<file path="src/hw/rtl/utfv_pkg.sv">
`default_nettype none
// ----------------------------------------------------------------------------
// utfv_pkg
// Shared types, codes and codepoint class tables for the UTF-8 validator.
// ----------------------------------------------------------------------------
package utfv_pkg;

	localparam int CP_W   = 21;
	localparam int CFG_W  = 21;
	localparam int IDX_W  = 3;
	localparam int TYPE_W = 6;
	localparam int WL_N   = 4;

	// register indexes
	localparam logic [IDX_W-1:0] REG_ALLOWED_TYPES   = 3'd0;
	localparam logic [IDX_W-1:0] REG_WHITELIST_COUNT = 3'd1;
	localparam logic [IDX_W-1:0] REG_WHITELIST_0     = 3'd2;
	localparam logic [IDX_W-1:0] REG_WHITELIST_1     = 3'd3;
	localparam logic [IDX_W-1:0] REG_WHITELIST_2     = 3'd4;
	localparam logic [IDX_W-1:0] REG_WHITELIST_3     = 3'd5;

	localparam logic [TYPE_W-1:0] ALLOWED_RESET = 6'h3F;

	// type mask bits
	localparam logic [TYPE_W-1:0] TYPE_GRAPHIC  = 6'b000001;
	localparam logic [TYPE_W-1:0] TYPE_CONTROL  = 6'b000010;
	localparam logic [TYPE_W-1:0] TYPE_FORMAT   = 6'b000100;
	localparam logic [TYPE_W-1:0] TYPE_PRIVATE  = 6'b001000;
	localparam logic [TYPE_W-1:0] TYPE_NONCHAR  = 6'b010000;
	localparam logic [TYPE_W-1:0] TYPE_RESERVED = 6'b100000;

	// lead bytes with narrowed second-byte ranges
	localparam logic [7:0] LEAD_E0 = 8'hE0;
	localparam logic [7:0] LEAD_ED = 8'hED;
	localparam logic [7:0] LEAD_F0 = 8'hF0;
	localparam logic [7:0] LEAD_F4 = 8'hF4;
	localparam logic [7:0] CONT_LO = 8'h80;
	localparam logic [7:0] CONT_HI = 8'hBF;

	typedef enum logic [2:0] {
		ERR_OK       = 3'd0,
		ERR_BAD_LEAD = 3'd1,
		ERR_BAD_CONT = 3'd2,
		ERR_TRUNC    = 3'd3,
		ERR_TYPE     = 3'd4
	} err_kind_t;

	// one decoded byte event, front to back
	typedef struct packed {
		logic            last;
		logic            cp_valid;
		logic [CP_W-1:0] cp;
		err_kind_t       err;
	} q_entry_t;

	typedef struct packed {
		logic [CP_W-1:0] lo;
		logic [CP_W-1:0] hi;
	} cp_range_t;

	localparam int CTL_N = 2;
	localparam int FMT_N = 20;
	localparam int PRV_N = 2;
	localparam int RSV_N = 4;

	localparam cp_range_t CTL_TAB [CTL_N] = '{
		'{21'h00000, 21'h0001F}, '{21'h0007F, 21'h0009F}
	};
	localparam cp_range_t FMT_TAB [FMT_N] = '{
		'{21'h000AD, 21'h000AD}, '{21'h00600, 21'h00605}, '{21'h0061C, 21'h0061C},
		'{21'h006DD, 21'h006DD}, '{21'h0070F, 21'h0070F}, '{21'h008E2, 21'h008E2},
		'{21'h0180E, 21'h0180E}, '{21'h0200B, 21'h0200F}, '{21'h0202A, 21'h0202E},
		'{21'h02060, 21'h02064}, '{21'h02066, 21'h0206F}, '{21'h0FEFF, 21'h0FEFF},
		'{21'h0FFF9, 21'h0FFFB}, '{21'h110BD, 21'h110BD}, '{21'h110CD, 21'h110CD},
		'{21'h13430, 21'h13438}, '{21'h1BCA0, 21'h1BCA3}, '{21'h1D173, 21'h1D17A},
		'{21'hE0001, 21'hE0001}, '{21'hE0020, 21'hE007F}
	};
	localparam cp_range_t PRV_TAB [PRV_N] = '{
		'{21'h00E000, 21'h00F8FF}, '{21'h0F0000, 21'h10FFFF}
	};
	localparam cp_range_t NCH_RANGE = '{21'h0FDD0, 21'h0FDEF};
	localparam cp_range_t RSV_TAB [RSV_N] = '{
		'{21'h30000, 21'hE0000}, '{21'hE0002, 21'hE001F},
		'{21'hE0080, 21'hE00FF}, '{21'hE01F0, 21'hEFFFF}
	};

	function automatic logic in_range(input logic [CP_W-1:0] c, input cp_range_t r);
		return (c >= r.lo) && (c <= r.hi);
	endfunction

	// one-hot class of a codepoint; ranges are parallel compares
	function automatic logic [TYPE_W-1:0] classify(input logic [CP_W-1:0] c);
		logic ctl;
		logic fmt;
		logic prv;
		logic rsv;
		logic [TYPE_W-1:0] cls;
		ctl = 1'b0;
		fmt = 1'b0;
		prv = 1'b0;
		rsv = 1'b0;
		for (int i = 0; i < CTL_N; i++) ctl |= in_range(c, CTL_TAB[i]);
		for (int i = 0; i < FMT_N; i++) fmt |= in_range(c, FMT_TAB[i]);
		for (int i = 0; i < PRV_N; i++) prv |= in_range(c, PRV_TAB[i]);
		for (int i = 0; i < RSV_N; i++) rsv |= in_range(c, RSV_TAB[i]);
		if (c >= 21'h20 && c <= 21'h7E)  cls = TYPE_GRAPHIC;
		else if (c[15:0] >= 16'hFFFE)    cls = TYPE_NONCHAR;
		else if (ctl)                    cls = TYPE_CONTROL;
		else if (fmt)                    cls = TYPE_FORMAT;
		else if (prv)                    cls = TYPE_PRIVATE;
		else if (in_range(c, NCH_RANGE)) cls = TYPE_NONCHAR;
		else if (rsv)                    cls = TYPE_RESERVED;
		else                             cls = TYPE_GRAPHIC;
		return cls;
	endfunction

endpackage
`default_nettype wire

</file>
<file path="src/hw/rtl/utf8_validate_classify_unit.sv">
`default_nettype none
// ----------------------------------------------------------------------------
// utf8_validate_classify_unit
// Streaming UTF-8 validator: one byte per transaction, one verdict per string
// (on the byte marked last), with codepoint class and whitelist checks.
// ----------------------------------------------------------------------------
//   channel | handshake             | payload
//   --------+-----------------------+-------------------------------------
//   in      | in_valid / in_stall   | data_byte[7:0], last
//   out     | out_valid / out_stall | valid_res, error_kind[2:0]
//   cfg     | cfg_we (no back-pres.)| cfg_index[2:0], cfg_wdata[20:0]
//
// Sustains one input byte per cycle while the event queue has room. out_valid
// rises once the last byte's event has left the queue: the decoder writes its
// event straight into the queue, and the classifier loads the result register
// as it pops. The classifier's range compares are combinational.
// Reset: decoder, queue and error state cleared, registers take their reset
// values (allowed_types all ones, whitelist empty).
// A stalled result holds in the output register; the classifier keeps
// draining non-final bytes, and in_stall rises only when the event queue fills.
// ----------------------------------------------------------------------------
module utf8_validate_classify_unit #(
	parameter int QUEUE_DEPTH = 4
) (
	input  wire logic                         clk,
	input  wire logic                         arst_n,
	// configuration
	input  wire logic                         cfg_we,
	input  wire logic [utfv_pkg::IDX_W-1:0]   cfg_index,
	input  wire logic [utfv_pkg::CFG_W-1:0]   cfg_wdata,
	// byte stream in
	input  wire logic                         in_valid,
	output logic                              in_stall,
	input  wire logic [7:0]                   data_byte,
	input  wire logic                         last,
	// verdict out
	output logic                              out_valid,
	input  wire logic                         out_stall,
	output logic                              valid_res,
	output logic [2:0]                        error_kind
);
	import utfv_pkg::*;

	q_entry_t ent;
	q_entry_t head;
	logic     q_full;
	logic     q_not_empty;
	logic     pop;
	logic     in_fire;

	// a byte transaction completes whenever the queue has room
	assign in_stall = q_full;
	assign in_fire  = in_valid && !q_full;

	// front: sequence tracking and range checks
	utfv_front u_front (
		.clk       (clk),
		.arst_n    (arst_n),
		.fire      (in_fire),
		.data_byte (data_byte),
		.last      (last),
		.ent       (ent)
	);

	// decouples decoder from classifier and result back-pressure
	utfv_queue #(
		.DEPTH (QUEUE_DEPTH)
	) u_queue (
		.clk       (clk),
		.arst_n    (arst_n),
		.push      (in_fire),
		.push_data (ent),
		.full      (q_full),
		.pop       (pop),
		.head      (head),
		.not_empty (q_not_empty)
	);

	// back: classification, first-error tracking, verdict register
	utfv_back u_back (
		.clk        (clk),
		.arst_n     (arst_n),
		.cfg_we     (cfg_we),
		.cfg_index  (cfg_index),
		.cfg_wdata  (cfg_wdata),
		.head       (head),
		.not_empty  (q_not_empty),
		.pop        (pop),
		.out_valid  (out_valid),
		.out_stall  (out_stall),
		.valid_res  (valid_res),
		.error_kind (error_kind)
	);

endmodule
`default_nettype wire

</file>
<file path="src/hw/rtl/utfv_front.sv">
`default_nettype none
// ----------------------------------------------------------------------------
// utfv_front
// Byte decoder: tracks the UTF-8 sequence, checks lead and continuation
// ranges, assembles codepoints and emits one event per byte.
// ----------------------------------------------------------------------------
module utfv_front (
	input  wire logic              clk,
	input  wire logic              arst_n,
	input  wire logic              fire,
	input  wire logic [7:0]        data_byte,
	input  wire logic              last,
	output utfv_pkg::q_entry_t     ent
);
	import utfv_pkg::*;

	logic [1:0]      bytes_left_q, bytes_left_d;
	logic [7:0]      lead_q, lead_d;
	logic            second_q, second_d;
	logic [CP_W-1:0] acc_q, acc_d;
	logic            ferr_q, ferr_d;
	logic [7:0]      lo, hi;

	always_comb begin
		bytes_left_d = bytes_left_q;
		lead_d       = lead_q;
		second_d     = second_q;
		acc_d        = acc_q;
		ferr_d       = ferr_q;
		lo           = CONT_LO;
		hi           = CONT_HI;
		ent.last     = last;
		ent.cp_valid = 1'b0;
		ent.err      = ERR_OK;
		if (!ferr_q) begin
			if (bytes_left_q == 2'd0) begin
				lead_d   = data_byte;
				second_d = 1'b1;
				if (data_byte < 8'h80) begin
					acc_d        = {13'd0, data_byte};
					second_d     = 1'b0;
					ent.cp_valid = 1'b1;
				end else if (data_byte >= 8'hC2 && data_byte <= 8'hDF) begin
					acc_d        = {16'd0, data_byte[4:0]};
					bytes_left_d = 2'd1;
				end else if (data_byte >= 8'hE0 && data_byte <= 8'hEF) begin
					acc_d        = {17'd0, data_byte[3:0]};
					bytes_left_d = 2'd2;
				end else if (data_byte >= 8'hF0 && data_byte <= 8'hF4) begin
					acc_d        = {18'd0, data_byte[2:0]};
					bytes_left_d = 2'd3;
				end else begin
					second_d = 1'b0;
					ent.err  = ERR_BAD_LEAD;
					ferr_d   = 1'b1;
				end
			end else begin
				if (second_q) begin
					case (lead_q)
						LEAD_E0: lo = 8'hA0;
						LEAD_ED: hi = 8'h9F;
						LEAD_F0: lo = 8'h90;
						LEAD_F4: hi = 8'h8F;
						default: ;
					endcase
				end
				if (data_byte < lo || data_byte > hi) begin
					ent.err = ERR_BAD_CONT;
					ferr_d  = 1'b1;
				end else begin
					acc_d        = {acc_q[CP_W-7:0], data_byte[5:0]};
					bytes_left_d = bytes_left_q - 2'd1;
					second_d     = 1'b0;
					ent.cp_valid = (bytes_left_q == 2'd1);
				end
			end
			if (last && ent.err == ERR_OK && bytes_left_d != 2'd0) ent.err = ERR_TRUNC;
		end
		ent.cp = acc_d;
		if (last) begin
			bytes_left_d = 2'd0;
			lead_d       = 8'd0;
			second_d     = 1'b0;
			acc_d        = '0;
			ferr_d       = 1'b0;
		end
	end

	always_ff @(posedge clk or negedge arst_n) begin
		if (!arst_n) begin
			bytes_left_q <= 2'd0;
			lead_q       <= 8'd0;
			second_q     <= 1'b0;
			acc_q        <= '0;
			ferr_q       <= 1'b0;
		end else if (fire) begin
			bytes_left_q <= bytes_left_d;
			lead_q       <= lead_d;
			second_q     <= second_d;
			acc_q        <= acc_d;
			ferr_q       <= ferr_d;
		end
	end

	a_last_clears: assert property (@(posedge clk) disable iff (!arst_n)
		fire && last |=> bytes_left_q == 2'd0 && !ferr_q)
		else $error("decoder state not cleared after end of string");

endmodule
`default_nettype wire

</file>
<file path="src/hw/rtl/utfv_queue.sv">
`default_nettype none
// ----------------------------------------------------------------------------
// utfv_queue
// Small FIFO of byte events between decoder and classifier.
// ----------------------------------------------------------------------------
module utfv_queue #(
	parameter int DEPTH = 4
) (
	input  wire logic              clk,
	input  wire logic              arst_n,
	input  wire logic              push,
	input  utfv_pkg::q_entry_t     push_data,
	output logic                   full,
	input  wire logic              pop,
	output utfv_pkg::q_entry_t     head,
	output logic                   not_empty
);
	import utfv_pkg::*;

	localparam int PTR_W = $clog2(DEPTH);
	localparam int CNT_W = $clog2(DEPTH + 1);

	q_entry_t         mem_q [DEPTH];
	logic [PTR_W-1:0] wr_ptr_q, rd_ptr_q;
	logic [CNT_W-1:0] count_q;

	function automatic logic [PTR_W-1:0] next_ptr(input logic [PTR_W-1:0] p);
		return (p == PTR_W'(DEPTH - 1)) ? '0 : p + PTR_W'(1);
	endfunction

	assign full      = (count_q == CNT_W'(DEPTH));
	assign not_empty = (count_q != '0);
	assign head      = mem_q[rd_ptr_q];

	always_ff @(posedge clk) begin
		if (push) mem_q[wr_ptr_q] <= push_data;
	end

	always_ff @(posedge clk or negedge arst_n) begin
		if (!arst_n) begin
			wr_ptr_q <= '0;
			rd_ptr_q <= '0;
			count_q  <= '0;
		end else begin
			if (push) wr_ptr_q <= next_ptr(wr_ptr_q);
			if (pop)  rd_ptr_q <= next_ptr(rd_ptr_q);
			case ({push, pop})
				2'b10:   count_q <= count_q + CNT_W'(1);
				2'b01:   count_q <= count_q - CNT_W'(1);
				default: ;
			endcase
		end
	end

	a_no_overflow: assert property (@(posedge clk) disable iff (!arst_n)
		push |-> !full || pop)
		else $error("event queue overflow");

endmodule
`default_nettype wire

</file>
<file path="src/hw/rtl/utfv_back.sv">
`default_nettype none
// ----------------------------------------------------------------------------
// utfv_back
// Classifier and verdict: whitelist and type checks on decoded codepoints,
// first-error tracking, configuration registers and the result register.
// ----------------------------------------------------------------------------
module utfv_back (
	input  wire logic                         clk,
	input  wire logic                         arst_n,
	input  wire logic                         cfg_we,
	input  wire logic [utfv_pkg::IDX_W-1:0]   cfg_index,
	input  wire logic [utfv_pkg::CFG_W-1:0]   cfg_wdata,
	input  utfv_pkg::q_entry_t                head,
	input  wire logic                         not_empty,
	output logic                              pop,
	output logic                              out_valid,
	input  wire logic                         out_stall,
	output logic                              valid_res,
	output logic [2:0]                        error_kind
);
	import utfv_pkg::*;

	logic [TYPE_W-1:0] allowed_q;
	logic [2:0]        wl_count_q;
	logic [CP_W-1:0]   wl_q [WL_N];

	logic              err_seen_q, err_seen_d;
	err_kind_t         err_code_q, err_code_d;
	logic              out_valid_q;
	logic              valid_res_q;
	err_kind_t         kind_q;
	logic              wl_hit;
	logic              type_ok;

	always_ff @(posedge clk or negedge arst_n) begin
		if (!arst_n) begin
			allowed_q  <= ALLOWED_RESET;
			wl_count_q <= 3'd0;
			for (int i = 0; i < WL_N; i++) wl_q[i] <= '0;
		end else if (cfg_we) begin
			case (cfg_index)
				REG_ALLOWED_TYPES:   allowed_q  <= cfg_wdata[TYPE_W-1:0];
				REG_WHITELIST_COUNT: wl_count_q <= cfg_wdata[2:0];
				REG_WHITELIST_0:     wl_q[0]    <= cfg_wdata[CP_W-1:0];
				REG_WHITELIST_1:     wl_q[1]    <= cfg_wdata[CP_W-1:0];
				REG_WHITELIST_2:     wl_q[2]    <= cfg_wdata[CP_W-1:0];
				REG_WHITELIST_3:     wl_q[3]    <= cfg_wdata[CP_W-1:0];
				default: ;
			endcase
		end
	end

	// a count above the number of entries simply enables all of them
	always_comb begin
		wl_hit = 1'b0;
		for (int i = 0; i < WL_N; i++)
			wl_hit |= (3'(i) < wl_count_q) && (wl_q[i] == head.cp);
	end

	assign type_ok = wl_hit || ((classify(head.cp) & allowed_q) != '0);

	// results only need the output slot on end-of-string events
	assign pop = not_empty && (!head.last || !out_valid_q || !out_stall);

	always_comb begin
		err_seen_d = err_seen_q;
		err_code_d = err_code_q;
		if (!err_seen_q) begin
			if (head.err != ERR_OK) begin
				err_seen_d = 1'b1;
				err_code_d = head.err;
			end else if (head.cp_valid && !type_ok) begin
				err_seen_d = 1'b1;
				err_code_d = ERR_TYPE;
			end
		end
	end

	always_ff @(posedge clk or negedge arst_n) begin
		if (!arst_n) begin
			err_seen_q  <= 1'b0;
			err_code_q  <= ERR_OK;
			out_valid_q <= 1'b0;
		end else begin
			// a new verdict may replace one taken in the same cycle
			if (pop && head.last) begin
				out_valid_q <= 1'b1;
			end else if (!out_stall) begin
				out_valid_q <= 1'b0;
			end
			if (pop) begin
				if (head.last) begin
					err_seen_q  <= 1'b0;
					err_code_q  <= ERR_OK;
				end else begin
					err_seen_q  <= err_seen_d;
					err_code_q  <= err_code_d;
				end
			end
		end
	end

	always_ff @(posedge clk) begin
		if (pop && head.last) begin
			valid_res_q <= !err_seen_d;
			kind_q      <= err_code_d;
		end
	end

	assign out_valid  = out_valid_q;
	assign valid_res  = valid_res_q;
	assign error_kind = kind_q;

	a_verdict_consistent: assert property (@(posedge clk) disable iff (!arst_n)
		out_valid_q |-> valid_res_q == (kind_q == ERR_OK))
		else $error("verdict and error kind disagree");

	a_string_state_cleared: assert property (@(posedge clk) disable iff (!arst_n)
		pop && head.last |=> !err_seen_q && err_code_q == ERR_OK)
		else $error("error state survives end of string");

endmodule
`default_nettype wire
</file>
<file path="config.mk">
export PLATFORM = sky130hd
export DESIGN_NAME = utf8_validate_classify_unit
export DESIGN_NICKNAME = d
export VERILOG_FILES = /design/src/hw/rtl/utfv_pkg.sv /design/src/hw/rtl/utf8_validate_classify_unit.sv /design/src/hw/rtl/utfv_front.sv /design/src/hw/rtl/utfv_queue.sv /design/src/hw/rtl/utfv_back.sv
export SDC_FILE = /design/constraint.sdc
export NUM_CORES = 1
export LEC_CHECK = 0
export BUFFER_PORTS_ARGS = -buffer_cell sky130_fd_sc_hd__buf_2
export CORE_MARGIN = 2
export CORE_UTILIZATION = 29
export DETAILED_ROUTE_END_ITERATION = 16
export PLACE_DENSITY = 0.42
export SLEW_MARGIN = 20
export SYNTH_ARGS = -nofsm -noshare
export SYNTH_HDL_FRONTEND = slang
export SYNTH_SLANG_ARGS = --single-unit
</file>
<file path="constraint.sdc">
create_clock -name clk -period 10.7 [get_ports clk]
set_input_delay 0.535 -clock clk [delete_from_list [all_inputs] [get_ports clk]]
set_output_delay 0.535 -clock clk [all_outputs]
set_load 0.05 [all_outputs]
</file>
==> impl_metrics.json, run 1 <==
{
  "hpwl_um": 22900,
  "syn_avg_cell_area_um2": 12.8,
  "yosysWarningCount": 0,
  "vias": 7892,
  "synth_cells": 941,
  "numPortBuffers": 43,
  "die_x_um": 207,
  "nFillCells": 4021,
  "synth_edf_count": 104,
  "clk_latency_ns": 0.57,
  "syn_area_um2": 12000,
  "io_pins": 44,
  "p_sw_mw": 1.66,
  "tightest_slew_ns": 0.999,
  "wire_per_inst_um": 21.6,
  "dp_slack_ns": 6.17,
  "route.detailed.drc": 0,
  "min_period_over_period": 0.429,
  "cts_tree": "yes",
  "layout_setup_ws_ns": 6.11,
  "dieArea_um2": 43000,
  "cts_buffer_depth": 3,
  "status": "finished with violations",
  "combPwrFrac": 0.411,
  "fmax_ghz": 0.218,
  "area_growth_pct": 14.8,
  "grt_start_max_net_pins": 75,
  "drive_gt1_frac": 0.256,
  "p_clk_frac": 0.249,
  "die_h_um": 207,
  "setup_viol": 0,
  "tns_ns": 0,
  "nets": 1025,
  "hold_buffers": 0,
  "clock-sinks": 242,
  "synth_seq_cells": 242,
  "gr-total-overflow": 0,
  "cts_made_buffers": 29,
  "startpoint_type": "register",
  "cp.required_ns": 11.00,
  "hold_violations": 2,
  "seq_power_share": 0.339,
  "place_congestion": 0.874,
  "cp_max_fo": 28,
  "vias_per_cell": 5.16,
  "wl_um": 33000,
  "irDropWorstVdd_uv": 136,
  "p_int_mw": 2.47,
  "layout_min_cycle_time_ns": 4.59,
  "violations": "hold timing",
  "finalPower_mw": 4.12,
  "grtUsageTotal": 0.153,
  "p_sw_frac": 0.402,
  "power_leakage_nw": 5.22,
  "whs_ns": -0.00454,
  "slew_headroom": 0.317,
  "drv_slew": 0,
  "htreeDepth": 1,
  "ys.flop_type": "dfrtp_1",
  "firstDrtPassIters": 6,
  "synth_fp_nets": 991,
  "maxCapViolCount": 0,
  "post-cts-setup-buffers": 0,
  "skew_ns": 0.0155,
  "start_util": 0.294,
  "clk_pin_slew_ns": 0.06,
  "drtIter0Drc": 575,
  "crit_arrival_ns": 4.89,
  "grt_pass1_vias": 8056,
  "critPathKind": "reg -> reg",
  "num_antenna_cells": 0,
  "core_um2": 40800,
  "grt_pass1_wl_um": 51300,
  "async_flop_share": 0.570,
  "worst_setup_path_end_kind": "register",
  "cts-root-buf": "clkbuf_16",
  "ant_nets": 0,
  "rsz0062_at_grt": "no",
  "yosysSeqAreaShare": 0.549,
  "p_per_area_nw_per_um2": 299,
  "synth.distinct_cells": 76,
  "rows": 74,
  "antenna_found_initial": 0,
  "cts-resized-gates": 0,
  "hp-class": "in -> async"
}
[state kept, by name, indices dropped and copies added (netlist names), 3 cells and up]
name / flops
u_front.lead_q: 8
u_back.wl_count_q: 3
u_back.error_kind: 3
u_queue.mem_q: 100
u_queue.count_q: 3
u_front.acc_q: 21
u_back.wl_q: 84
u_back.err_code_q: 3
u_back.allowed_q: 6
[layer usage]
layer | global-route usage | vias up | routed length (µm)
li1 | - | 3642 | -
met2 | 0.258 | 194 | 16100
met1 | 0.206 | 3989 | 14900
met5 | 0 | - | 0
met4 | 0.0401 | 0 | 854
met3 | 0.0230 | 67 | 1140
[synth_stat cells, types with 5 or more instances]
| library cell | count | area share |
|---|---|---|
| dfstp_2 | 6 | 0.013 |
| inv_1 | 27 | 0.0084 |
| nand4_1 | 22 | 0.011 |
| nor2b_1 | 6 | 0.0031 |
| clkbuf_1 | 32 | 0.010 |
| xnor2_1 | 29 | 0.021 |
| nor2_1 | 32 | 0.010 |
| a211oi_1 | 6 | 0.0038 |
| nand2_1 | 42 | 0.013 |
| nor4_1 | 25 | 0.013 |
| a22o_1 | 42 | 0.031 |
| and2_1 | 12 | 0.0063 |
| mux2_2 | 97 | 0.091 |
| a21oi_1 | 28 | 0.012 |
| nor3_1 | 22 | 0.0092 |
| buf_2 | 14 | 0.0058 |
| edfxtp_1 | 104 | 0.26 |
| nand2b_1 | 10 | 0.0052 |
| nand4b_1 | 6 | 0.0044 |
| mux4_2 | 24 | 0.045 |
| buf_1 | 6 | 0.0019 |
| nand3_1 | 25 | 0.010 |
| nor3b_1 | 7 | 0.0044 |
| o21ai_0 | 22 | 0.0092 |
| xor2_1 | 60 | 0.044 |
| ha_1 | 11 | 0.011 |
| dfrtp_1 | 132 | 0.28 |
| or4_1 | 6 | 0.0038 |
| and3_1 | 5 | 0.0026 |
[critical path: stages, from the launching register on]
cell	delay, ns
dfrtp_2	0.34
buf_4	0.44
mux4_2	0.80
nor4_1	0.70
nand2_1	0.16
a2111oi_0	0.88
a31oi_1	0.24
nand3_1	0.16
o22ai_1	0.08
a31oi_2	0.35
o211ai_1	0.13
[kinds of logic after synthesis]
kind of cell	synth area share
xor gates and xnor gates	0.0650
and+or+nand+nor	0.115
buffers and inverters	0.0293
DFF	0.549
muxes	0.138
adders and majority gates	0.0131
AOI/OAI and AO/OA	0.0909
[path summary, 6_finish.rpt]
path | startpoint | endpoint | slack, ns | depth (start not counted)
setup / recovery | u_queue.rd_ptr_q[0] | u_back.error_kind[0] | 6.11 | 10
hold / removal | arst_n | u_back.wl_q[59] | -0.005 | 1
setup reg to reg | u_queue.rd_ptr_q[0] | u_back.error_kind[0] | 6.11 | 10
hold reg to reg | u_front.second_q | u_front.second_q | 0.49 | 1
max in group asynchronous | arst_n | u_queue.rd_ptr_q[0] | 9.27 | 2
min in group clk | out_stall | u_back.out_valid | 0.18 | 3
[through the flow]
stage | hold slack [ns] | util | area (µm²) | std cells
2_1_floorplan | 0.239 | - | 12000 | 941
5_1_grt | 0.0347 | 0.338 | 13800 | 1530
4_1_cts | 0.0255 | 0.338 | 13800 | 1530
6_report | -0.00454 | 0.338 | 13800 | 1530
3_3_place_gp | 0.470 | 0.313 | 12800 | 1476
3_5_place_dp | 0.477 | 0.313 | 12800 | 1476
[placed cells by master, fill, tap and decap left out, types with 27 or more instances in the layout]
master,synthesis,routed
nand2_1,42,42
buf_2,14,42
edfxtp_1,104,104
a22o_1,42,42
clkbuf_16,0,29
xnor2_1,29,29
xor2_1,60,60
a21oi_1,28,28
dfrtp_1,132,131
nor2_1,32,32
inv_1,27,27
mux2_2,97,97
[power groups by stage]
stage	Clock (mW)	Combinational [mW]	Sequential, mW
2_1_floorplan	0	1.22	1.39
4_1_cts	1.06	1.71	1.40
6_report	1.03	1.70	1.40
5_1_grt	1.10	1.84	1.43
3_5_place_dp	0	1.70	1.42
3_3_place_gp	0	1.71	1.42
[layout make-up]
class / instances / area [µm²] / share of cell area
clock buffer: 34 / 774 / 0.0562
clock inverter: 20 / 234 / 0.0170
inverter: 27 / 101 / 0.00735
multi-input combinational: 616 / 5080 / 0.369
sequential: 242 / 6590 / 0.478
tap: 532 / 666 / 0.0483
timing repair buffer: 59 / 342 / 0.0248
Power figures use the tool's default switching activity.
==> run 2: changes to the inputs <==
Settings changed: ABC_AREA from default to 1, PLACE_DENSITY 0.42 to 0.44.
Clock period 10.7 ns to 4 ns, I/O delays scaled along.
==> impl_metrics.json, run 2 <==
{
  "cts_tree": "yes",
  "route.detailed.drc": 0,
  "synthMostInstantiatedCell": "nand2_1",
  "regArea_um2": 6590,
  "largest_register_ffs": 100,
  "hp-class": "in -> reg",
  "drive_gt1_frac": 0.121,
  "top_register": "u_queue.mem_q",
  "cts_buffer_depth": 3,
  "nets": 1724,
  "cp.required_ns": 4.31,
  "wire_per_inst_um": 18.3,
  "skew_ns": 0.0144,
  "syn_area_um2": 13100,
  "num_antenna_cells": 0,
  "synth_common_cells": "nand2_1, o21ai_0, inv_1",
  "top_usage_layer": "met2",
  "placed_area_um2": 14000,
  "async_flop_share": 0.570,
  "clk_latency_ns": 0.57,
  "yosysSeqAreaShare": 0.502,
  "setup_viol": 0,
  "maxCapViolCount": 0,
  "mostFrequentLayoutCells": "nand2_1, o21ai_0, inv_1",
  "synth_fp_nets": 1647,
  "reg2reg_from": "u_queue.rd_ptr_q[0]",
  "start_util": 0.295,
  "grtUsageTotal": 0.182,
  "irDropWorstVdd_uv": 327,
  "synth_area_leader_cell": "dfrtp_1",
  "worst_setup_path_end_kind": "register",
  "startpoint_type": "register",
  "vias": 11050,
  "status": "completed",
  "crit_arrival_ns": 3.95,
  "gr-usage-met3": 0.0269,
  "final_cells": 2288,
  "area_growth_pct": 17.1,
  "critPathKind": "reg -> reg",
  "antenna_found_initial": 0,
  "clock-sinks": 242,
  "top_regs": "u_queue.mem_q x100, u_back.wl_q x84, u_front.acc_q x21",
  "syn_avg_cell_area_um2": 8.21,
  "firstDrtPassIters": 5,
  "drtIter0Drc": 853,
  "synth_top_area_share": 0.252,
  "crit_slowest_cell": "dfrtp_2",
  "use_met2": 0.296,
  "core_um2": 44400,
  "rows": 77,
  "hpwl_um": 29800,
  "htreeDepth": 1,
  "final_area_um2": 15400,
  "hp-start": "cfg_wdata[1]",
  "wl_um": 41800,
  "drv_slew": 0,
  "fmax_ghz": 0.275,
  "die_h_um": 217,
  "die_x_um": 217,
  "layout_commonest_cell": "nand2_1",
  "slowest_delay_ns": 0.48,
  "synth_edf_count": 104,
  "synth.distinct_cells": 51,
  "ant_nets": 0,
  "tightest_slew_ns": 0.961,
  "dp.cells": 2209,
  "yosysWarningCount": 0,
  "p_per_area_nw_per_um2": 825,
  "cts_made_buffers": 28,
  "nFillCells": 4625,
  "io_pins": 44,
  "whs_ns": 0.0163,
  "slew_headroom": 0.359,
  "place_congestion": 0.960,
  "hold_violations": 0,
  "use_met1": 0.252,
  "ys.flop_type": "dfrtp_1",
  "final_core_util": 0.346,
  "worst_path_most_repeated_cell": "nand2_1",
  "crit_family": "simple AND/OR/NAND/NOR gates",
  "grt_pass1_wl_um": 66400,
  "cp_cell_sequence": "inv_6 > nand2_2 > nand2_1 > nand2_1 > nand2_1 > nand3_1 > nor2_2 > nand3_1 > nand2_1 > nand2_1 > nand2_1 > inv_1 > nor2_2 > nand4_1 > nand3_2 > nand3_2 > nor2_2 > nand2_2 > nand3_1 > nand2_1",
  "grt_pass1_vias": 11089,
  "clk_pin_slew_ns": 0.06,
  "synth_area_leaders": "dfrtp_1, edfxtp_1, nand2_1",
  "gr-total-overflow": 0,
  "cp.buffers_inverters": 2,
  "cts-root-buf": "clkbuf_16",
  "vias_per_cell": 4.83,
  "dieArea_um2": 46900,
  "min_period_over_period": 0.909,
  "multi_input_area_um2": 5590,
  "power_leakage_nw": 6.71,
  "cp_max_fo": 53,
  "crit_start": "u_queue.rd_ptr_q[0]",
  "numPortBuffers": 43,
  "synth_seq_cells": 242,
  "synth_cells": 1597,
  "grt_start_max_net_pins": 94,
  "layout_min_cycle_time_ns": 3.63
}
## run 2: cell count changes after synthesis, sizes merged, moves of 14 or more
cell,before,now
xnor2,29,15
o22ai,4,35
o21ai,24,168
mux2,97,0
nor4,27,4
mux4,25,0
nor2,32,156
nand2,42,495
inv,27,155
a22o,42,4
nand3,25,108
xor2,60,23
## run 2: final timing paths
| path | end | slack [ns] | cells past startpoint |
|---|---|---|---|
| setup / recovery | u_back.error_kind[0] | 0.37 | 20 |
| hold / removal | u_back.wl_q[1] | 0.02 | 3 |
| setup reg to reg | u_back.error_kind[0] | 0.37 | 20 |
| hold reg to reg | u_front.second_q | 0.48 | 2 |
| max in group asynchronous | u_front.acc_q[11] | 2.71 | 3 |
| min in group asynchronous | u_back.wl_q[35] | 0.33 | 2 |
## run 2: layout make-up
| type | count | share of cell area |
|---|---|---|
| clock buffer | 38 | 0.0507 |
| clock inverter | 14 | 0.0166 |
| inverter | 156 | 0.0385 |
| multi-input combinational | 1137 | 0.364 |
| sequential | 242 | 0.429 |
| tap | 592 | 0.0482 |
| timing repair buffer | 109 | 0.0534 |
## run 2: tightest hold or removal path: stages
cell     delay (ns)
buf_2          0.08
inv_1          0.10
o21ai_0        0.17
## run 2: power breakdown
part,switching [mW],internal [mW]
Clock,1.06,1.76
Combinational,4.45,1.76
Sequential,0.325,3.30
Total,5.84,6.82
## run 2: timing repair
action,CTS,global route
setup endpoints to repair,0,91
setup buffers,0,1
hold buffers,26,0
endpoints found under the hold margin,159,0
gates resized for setup,0,2
## run 2: through the flow
step	setup TNS [ns]	setup slack, ns	total power [mW]
after global routing	-0.103	-0.0227	13.6
final	0	0.365	12.7
after CTS	0	0.264	12.7
after floorplan	0	0.827	7.76
after global placement	0	0.278	9.90
after detailed placement	0	0.282	9.83
## run 2: cells by family after synthesis
group | synth area share
buf+inv | 0.0730
fa+ha+maj | 0.0120
simple gates | 0.272
flops | 0.502
compound gates | 0.115
xor+xnor | 0.0254
## run 2: per-layer routing
layer / routed length, µm / part of all wire / vias up
li1: - / - / 5452
met1: 19400 / 0.46 / 5214
met2: 19200 / 0.46 / 310
met3: 2050 / 0.049 / 74
met4: 1150 / 0.027 / 0
met5: 0 / 0 / -
